--- src/rtl/sit2d_pkg.sv ---
`timescale 1ns / 1ps
// sit2d_pkg: widths, register codes and stage records shared by the segment intersection test
// depends on nothing; imported by every module of the block

package sit2d_pkg;

  localparam int CoordW    = 16;
  localparam int TolW      = 16;

  localparam int DiffW     = CoordW + 1;            // difference of two coordinates
  localparam int ProdW     = 2 * DiffW;             // signed product of two differences
  localparam int AreaW     = ProdW + 1;             // cross or dot of two difference vectors
  localparam int SqW       = 2 * CoordW + 1;        // square of one difference, unsigned
  localparam int NormW     = SqW + 1;               // |b-a|^2
  localparam int SumW      = NormW + 1;             // |b-a|^2 + |d-c|^2
  localparam int Tol2W     = 2 * TolW;
  localparam int LimW      = Tol2W + SumW;          // tolerance^2 * S
  localparam int LimLoW    = LimW / 2;
  localparam int LimHiW    = LimW - LimLoW;
  localparam int QuadW     = 2 * LimW;              // (tolerance^2 * S)^2
  localparam int SideShift = 2 * Tol2W + 2;
  localparam int ColShift  = Tol2W + 1;
  localparam int ProjShift = TolW;
  localparam int SideW     = 2 * AreaW + SideShift;
  localparam int ColW      = AreaW + ColShift;
  localparam int HiLimW    = NormW + TolW + 1;
  localparam int LoLimW    = NormW + TolW;
  localparam int ProjW     = AreaW + ProjShift + 1;
  localparam int Latency   = 7;

  typedef enum logic [0:0] {
    CFG_TRANSVERSAL = 1'b0,
    CFG_TOLERANCE   = 1'b1
  } cfg_idx_e;

  // areas, norms and projections after the third stage
  typedef struct packed {
    logic                     valid;
    logic signed [AreaW-1:0]  a1;
    logic signed [AreaW-1:0]  a2;
    logic signed [AreaW-1:0]  a3;
    logic        [NormW-1:0]  n;
    logic        [SumW-1:0]   s;
    logic signed [AreaW-1:0]  pc;
    logic signed [AreaW-1:0]  pd;
    logic        [Tol2W-1:0]  t2;
  } area_t;

  // side products, squared limit partials and flags after the fifth stage
  typedef struct packed {
    logic                      valid;
    logic signed [2*AreaW-1:0] p1;
    logic signed [2*AreaW-1:0] p2;
    logic [2*LimHiW-1:0]       hh;
    logic [LimW-1:0]           hl;
    logic [2*LimLoW-1:0]       ll;
    logic                      colin;
    logic                      proj_ok;
    logic                      n_zero;
    logic                      cross_hit;
  } bound_t;

  function automatic logic signed [DiffW-1:0] diff(logic signed [CoordW-1:0] p,
                                                   logic signed [CoordW-1:0] q);
    diff = DiffW'(p) - DiffW'(q);
  endfunction

  function automatic logic signed [ProdW-1:0] smul(logic signed [DiffW-1:0] x,
                                                   logic signed [DiffW-1:0] y);
    smul = ProdW'(x) * ProdW'(y);
  endfunction

endpackage

--- src/rtl/sit2d_decide.sv ---
`timescale 1ns / 1ps
// sit2d_decide: stages six and seven, squared limit sum, side tests and the result register
// depends on sit2d_pkg

module sit2d_decide (
  input  logic              clk_i,
  input  logic              rst_ni,
  input  sit2d_pkg::bound_t bound_i,
  input  logic              transversal_i,
  output logic              done_o,
  output logic              intersects_o
);
  import sit2d_pkg::*;

  logic                      v6_q, done_q;
  logic [QuadW-1:0]          quad_q;
  logic signed [2*AreaW-1:0] p1_q, p2_q;
  logic                      colin_q, proj_ok_q, n_zero_q, cross_q;
  logic                      side1, side2, hit_d, intersects_q;

  always_ff @(posedge clk_i or negedge rst_ni) begin
    if (!rst_ni) begin
      v6_q   <= 1'b0;
      done_q <= 1'b0;
    end else begin
      v6_q   <= bound_i.valid;
      done_q <= v6_q;
    end
  end

  // (hi*2^k + lo)^2 = hh*2^2k + 2*hl*2^k + ll
  always_ff @(posedge clk_i) begin
    quad_q    <= (QuadW'(bound_i.hh) << (2*LimLoW)) + (QuadW'(bound_i.hl) << (LimLoW+1)) +
                 QuadW'(bound_i.ll);
    p1_q      <= bound_i.p1;
    p2_q      <= bound_i.p2;
    colin_q   <= bound_i.colin;
    proj_ok_q <= bound_i.proj_ok;
    n_zero_q  <= bound_i.n_zero;
    cross_q   <= bound_i.cross_hit;
  end

  always_comb begin
    side1 = p1_q[2*AreaW-1] || (p1_q == '0) ||
            ({p1_q, {SideShift{1'b0}}} <= SideW'(quad_q));
    side2 = p2_q[2*AreaW-1] || (p2_q == '0) ||
            ({p2_q, {SideShift{1'b0}}} <= SideW'(quad_q));
    if (transversal_i) begin
      hit_d = cross_q;
    end else begin
      // near-collinear pairs fall back to the projection overlap
      hit_d = side1 && side2 && (!colin_q || n_zero_q || proj_ok_q);
    end
  end

  always_ff @(posedge clk_i) begin
    intersects_q <= hit_d;
  end

  assign done_o       = done_q;
  assign intersects_o = intersects_q;

endmodule

--- config.mk ---
export PLATFORM = sky130hd
export DESIGN_NAME = sit2d_decide
export DESIGN_NICKNAME = d
export VERILOG_FILES = /design/src/rtl/sit2d_pkg.sv /design/src/rtl/sit2d_decide.sv
export SDC_FILE = /design/constraint.sdc
export NUM_CORES = 1
export LEC_CHECK = 0
export ABC_AREA = 1
export BUFFER_PORTS_ARGS = -buffer_cell sky130_fd_sc_hd__buf_2
export CORE_MARGIN = 2
export CORE_UTILIZATION = 40
export DETAILED_ROUTE_END_ITERATION = 8
export SETUP_SLACK_MARGIN = 0.3
export SLEW_MARGIN = 20
export SYNTH_ARGS = -nofsm -noshare
export SYNTH_HDL_FRONTEND = slang
export SYNTH_SLANG_ARGS = --single-unit
--- constraint.sdc ---
create_clock -name clk_i -period 2.7 [get_ports clk_i]
set_clock_uncertainty 0.1 [all_clocks]
set_input_delay 0.27 -clock clk_i [delete_from_list [all_inputs] [get_ports clk_i]]
set_output_delay 0.27 -clock clk_i [all_outputs]
set_load 0.01 [all_outputs]
Yosys cells after proc, flatten, opt, wreduce, memory -nomap -nowiden

Cells that the tools add are included.

Magnitude comparators: 2
$add $sub $neg: 2
Reduce and logical (&&, ||, !) cells: 11
Mux-type cells: 1

Operator list:

| cell                                                          | number |
|---|---|
| 136-bit by 134-bit less-or-equal comparator with 1-bit output | 2 |
| 70-bit logical NOT                                            | 2 |
| 134-bit by 101-bit adder with 134-bit output                  | 1 |
| 134-bit by 66-bit adder with 134-bit output                   | 1 |
| 1-bit logical OR                                              | 6 |
| 1-bit logical AND                                             | 2 |
| 1-bit logical NOT                                             | 1 |
| 1-bit 2-to-1 mux                                              | 1 |

Word-level logic and storage cells: 26
Output and inout port bits: 2
Bits of input ports: 349
Flip-flop bits (word level): 281

Logic depth before layout (Yosys ltp)

Word-level depth: 6
Mapped depth: 17
Mapped depth without buffers: 17

Least setup slack after synthesis

Ideal clock, no wire load.

Path type: input-to-reg
From: in bound_i[38] in the netlist's numbering
To: reg quad_q[114]
Required time: 2.488 ns
Library setup time: 0.112 ns
Stages: 16
Arrival time: 1.890 ns
Path buffers: 0
Setup slack: 0.598 ns
Cell sequence: ha_1 > inv_1 > fa_1 > nand3b_1 > nand2_1 > nand2_1 > nand3_1 > nand2_1 > nand2_2 > nand2_1 > nand2_2 > nand2_1 > nand2_1 > nand2_1 > nand3_1 > nand2_1

Word-level cells in the longest chain between the ends: 1

RTL lines:

| item                                        | RTL line           | text |
|---|---|---|
| from (decl)                                 | sit2d_decide.sv:8  | `input sit2d_pkg::bound_t bound_i,` |
| 134-bit by 66-bit adder with 134-bit output | sit2d_decide.sv:33 | `quad_q <= (QuadW'(bound_i.hh) << (2*LimLoW)) + (QuadW'(bound_i.hl) << (LimLoW+1)) +` |
| to (signal assigned)                        | sit2d_decide.sv:33 |  |
| to (decl)                                   | sit2d_decide.sv:16 | `logic [QuadW-1:0] quad_q;` |

No other way between the ends.

Worst setup path in the final report

From: in bound_i[129] in the netlist's numbering
To: reg quad_q[98]

Word-level cells in the longest chain between the ends: 2

RTL lines:

| item                                         | RTL line |
|---|---|
| 134-bit by 101-bit adder with 134-bit output | sit2d_decide.sv:33 |
| 134-bit by 66-bit adder with 134-bit output  | sit2d_decide.sv:33 |

No other way between the ends.

==> parameters.txt <==
Parameter                              Value

Outcome
  Outcome    finished clean

Clock tree
  Clock sink count    around 280
  CTS max path bufs    3
  Total CTS buffers    31
  CTS Root Cell    sky130_fd_sc_hd__clkbuf_16
  CTS HTree Levels    1
  Clock insertion delay at the later pin of the skew report    approximately 0.59 ns
  CTS tree    yes
  Clock-pin slew on the worst setup and hold paths    roughly 0.06 ns
  Post-CTS setup-driven buffer insertion count    0

Drt
  Via count    about 20000
  Detailed-route wire length    79.4 mm
  Violation count after the first detailed-route iteration    ~1400
  Antenna violation net count after detailed routing    0
  Router iterations before antenna repair    7
  Routed wire per std cell    just over 20 um
  Detail-routed via count per cell    about 5.1
  Number of design rule violations left after detail routing    0

Global routing
  Overall track demand over capacity in global routing    approximately 35%
  Vias in the first global route    20077
  Global-route wire length before repair    116 mm
  Pin count of the biggest net entering global routing    15
  Antenna violations before repair    2
  Overflow after GRT    0

Synth
  Number of distinct library cells after synthesis    41
  Gate Count Post-Synth    about 2600
  Total standard cell area after synthesis    around 17000 um2
  Proportion of synthesized chip area in sequential cells    32.4%
  Number of nets in the synthesized netlist    between 3000 and 4000
  Flop and latch count out of synthesis    around 280
  Average cell area after synthesis    6.81 um2
  Number of warnings reported in the yosys synthesis log    0

Power
  Max VDD drop    roughly 430 uV
  Final total power    roughly 0.013 W
  LEAKAGE    12.2 nW
  P per Cell Area    522 nW/um2

Placed design
  Minimum setup slack after placement    -0.182 ns
  Port Buffers    350
  Routability-driven placement congestion ratio    slightly below 1
  HPWL after DPL    65.7 mm

Layout
  Total Nets Final    around 3900
  Area of the multi-input gates    10300 um2
  Share of final-layout standard cells stronger than drive strength 1    18.8%
  Total of fill cells in the finished design    4214
  Storage element area    approximately 5600 um2
  Area growth from synthesis to final layout    40.2%
  Final core utilization    approximately 57%

STA
  Number of pins with negative max-slew slack in the final report    0
  Post-route clock period utilization    between 80% and 90%
  Maximum clock rate    417 MHz
  RSZ-0062 raised after global routing    true
  Worst Slack Setup Final    ~0.3 ns
  Final hold viol count    0
  Final critical delay including setup and external delays    2.40 ns
  Final number of setup-violating endpoints    0
  Max-slew headroom at the worst pin    between 50% and 60%
  Worst slew pin tran    0.613 ns
  Setup tns final    0 ns

Die
  Die X-Extent    approximately 210 um
  Core area    roughly 43000 um2
  Full die area    approximately 45000 um2
  Vertical die dimension    approximately 210 um
  Number of top-level pins    about 350
  Initial Utilization    40.5%
  Num rows    76

Worst setup path
  Data required time at the worst endpoint    about 3.0 ns
  Critical path arrival    approximately 2.7 ns
  Crit start category    primary input
  Category of the critical setup timing path    in2reg
  Endpoint type of the worst setup path    register
  CP Max Fanout    4

Run
  Maximum capacitance violations    0

Min path
  Min-Delay Path Class    in2reg
registers in the layout, summed over array words and instances, names as in the netlist:
name	cells
p2_q	70
n_zero_q	1
p1_q	70
cross_q	1
colin_q	1
proj_ok_q	1
quad_q	134
intersects_o	1
v6_q	1
done_o	1
power by group:
part	switching [W]	internal (W)	leakage, nW	total [W]
clock	0.00191	0.00250	0.511	0.00442
combinational	0.00210	0.00145	9.28	0.00355
sequential	0.000208	0.00456	2.38	0.00477
total	0.00422	0.00851	12.2	0.0127
timing repair:
item                       CTS  global route
setup endpoints to repair    0             4
hold endpoints to repair   238             0
hold buffers               238             0
gates resized for setup      0            10
placed cells by master, fill, tap and decap left out, types with 5 or more instances in the layout:
cell type	synthesis	final
sky130_fd_sc_hd__nand2_1	649	649
sky130_fd_sc_hd__inv_1	378	378
sky130_fd_sc_hd__buf_2	0	350
sky130_fd_sc_hd__nor2_1	347	343
sky130_fd_sc_hd__dfxtp_1	279	275
sky130_fd_sc_hd__dlygate4sd3_1	0	238
sky130_fd_sc_hd__ha_1	203	203
sky130_fd_sc_hd__a21oi_1	190	190
sky130_fd_sc_hd__buf_4	0	137
sky130_fd_sc_hd__nand3_1	96	96
sky130_fd_sc_hd__o21ai_0	90	89
sky130_fd_sc_hd__nand4_1	63	63
sky130_fd_sc_hd__xor2_1	53	53
sky130_fd_sc_hd__nor3_1	33	33
sky130_fd_sc_hd__clkbuf_16	0	31
sky130_fd_sc_hd__inv_2	25	25
sky130_fd_sc_hd__nor4_1	24	24
sky130_fd_sc_hd__o21ai_1	21	22
sky130_fd_sc_hd__nor2_2	16	20
sky130_fd_sc_hd__nand2_2	14	14
sky130_fd_sc_hd__nand3b_1	11	11
sky130_fd_sc_hd__xnor2_1	11	11
sky130_fd_sc_hd__nor3_2	8	8
sky130_fd_sc_hd__a21o_1	8	8
sky130_fd_sc_hd__o21a_1	7	7
sky130_fd_sc_hd__inv_6	0	6
sky130_fd_sc_hd__clkinv_2	0	5
synthesized netlist by cell type:
master,n,share of area (%)
sky130_fd_sc_hd__nor2_1,347,7.5
sky130_fd_sc_hd__dfrtp_1,2,0.29
sky130_fd_sc_hd__nor4_2,1,0.072
sky130_fd_sc_hd__nand2_2,14,0.50
sky130_fd_sc_hd__o21ai_2,1,0.050
sky130_fd_sc_hd__inv_2,25,0.54
sky130_fd_sc_hd__and2_1,1,0.036
sky130_fd_sc_hd__nand2b_1,1,0.036
sky130_fd_sc_hd__nor3b_1,1,0.043
sky130_fd_sc_hd__clkinv_1,1,0.022
sky130_fd_sc_hd__o21bai_1,4,0.17
sky130_fd_sc_hd__a21oi_2,1,0.050
sky130_fd_sc_hd__nor3_1,33,0.95
sky130_fd_sc_hd__nand4_1,63,2.3
sky130_fd_sc_hd__o21ai_0,90,2.6
sky130_fd_sc_hd__a211oi_1,1,0.043
sky130_fd_sc_hd__nand3_1,96,2.8
sky130_fd_sc_hd__o22ai_1,1,0.036
sky130_fd_sc_hd__a31oi_1,2,0.072
sky130_fd_sc_hd__ha_1,203,15
sky130_fd_sc_hd__o211ai_1,1,0.043
sky130_fd_sc_hd__nor4_1,24,0.86
sky130_fd_sc_hd__a21oi_1,190,5.5
sky130_fd_sc_hd__nand3_2,2,0.12
sky130_fd_sc_hd__o21ai_1,21,0.60
sky130_fd_sc_hd__fa_1,1,0.12
sky130_fd_sc_hd__a21o_1,8,0.35
sky130_fd_sc_hd__dfxtp_1,279,32
sky130_fd_sc_hd__nand3b_1,11,0.47
sky130_fd_sc_hd__or2_2,3,0.11
sky130_fd_sc_hd__inv_1,378,8.2
sky130_fd_sc_hd__nor3b_2,1,0.072
sky130_fd_sc_hd__xor2_1,53,2.7
sky130_fd_sc_hd__o21a_1,7,0.30
sky130_fd_sc_hd__o211ai_2,1,0.072
sky130_fd_sc_hd__nand2_1,649,14
sky130_fd_sc_hd__nor3_2,8,0.46
sky130_fd_sc_hd__nor2_2,16,0.58
sky130_fd_sc_hd__nor2_4,4,0.26
sky130_fd_sc_hd__o21bai_2,1,0.065
sky130_fd_sc_hd__xnor2_1,11,0.55
path summary, 6_finish.rpt:
check,start,to,slack (ns),cells past startpoint
worst max-delay path,bound_i[129],quad_q[98]$_DFF_P_,0.30,13
worst min-delay path,bound_i[192],quad_q[121]$_DFF_P_,0.02,4
worst max register to register,quad_q[120]$_DFF_P_,intersects_o$_DFF_P_,0.34,13
worst min register to register,v6_q$_DFF_PN0_,done_o$_DFF_PN0_,0.26,0
max in group asynchronous,rst_ni,done_o$_DFF_PN0_,1.91,3
min in group asynchronous,rst_ni,v6_q$_DFF_PN0_,0.47,3
per-layer routing:
| metal | vias to the layer above | GRT usage (%) | wire [um] |
|---|---|---|---|
| met5 | - | 0 | 23 |
| met4 | 4 | 11.6 | 2900 |
| met3 | 146 | 4.25 | 5050 |
| met2 | 705 | 59.9 | 37000 |
| met1 | 9234 | 44.1 | 34500 |
| li1 | 9739 | - | - |
worst max-delay path, stage by stage:
cell                      delay [ns]
sky130_fd_sc_hd__buf_2          0.12
sky130_fd_sc_hd__ha_1           0.48
sky130_fd_sc_hd__nand2_1        0.16
sky130_fd_sc_hd__nor2_1         0.20
sky130_fd_sc_hd__inv_1          0.10
sky130_fd_sc_hd__nor2_1         0.14
sky130_fd_sc_hd__inv_1          0.09
sky130_fd_sc_hd__nor2_2         0.10
sky130_fd_sc_hd__inv_1          0.06
sky130_fd_sc_hd__nor3_1         0.29
sky130_fd_sc_hd__nand2_1        0.10
sky130_fd_sc_hd__nand3_1        0.15
sky130_fd_sc_hd__xor2_1         0.44
cell type report:
| type | instances | share of cell area, % |
|---|---|---|
| inverter | 404 | 6.21 |
| tap | 585 | 3.00 |
| multi-input combinational | 1872 | 42.1 |
| antenna | 1 | 0.0103 |
| sequential | 281 | 23.1 |
| clock buffer | 37 | 3.39 |
| timing repair buffer | 727 | 21.3 |
| clock inverter | 19 | 0.866 |
stage by stage:
step | area (um2) | instances | hold slack, ns
floorplan | 17400 | 2557 | -0.126
global placement | 21000 | 3631 | -0.0453
detailed placement | 21000 | 3631 | -0.0403
CTS | 24400 | 3925 | 0.00217
global route | 24400 | 3925 | 0.0138
finish | 24400 | 3926 | 0.0185
cell families after synthesis:
group | share of synthesized area (%)
buffers and inverters | 8.71
adders and majority gates | 14.7
DFF | 32.4
and+or+nand+nor | 31.1
AOI/OAI and AO/OA | 9.91
xor gates and xnor gates | 3.22
Power figures use the tool's default switching activity.
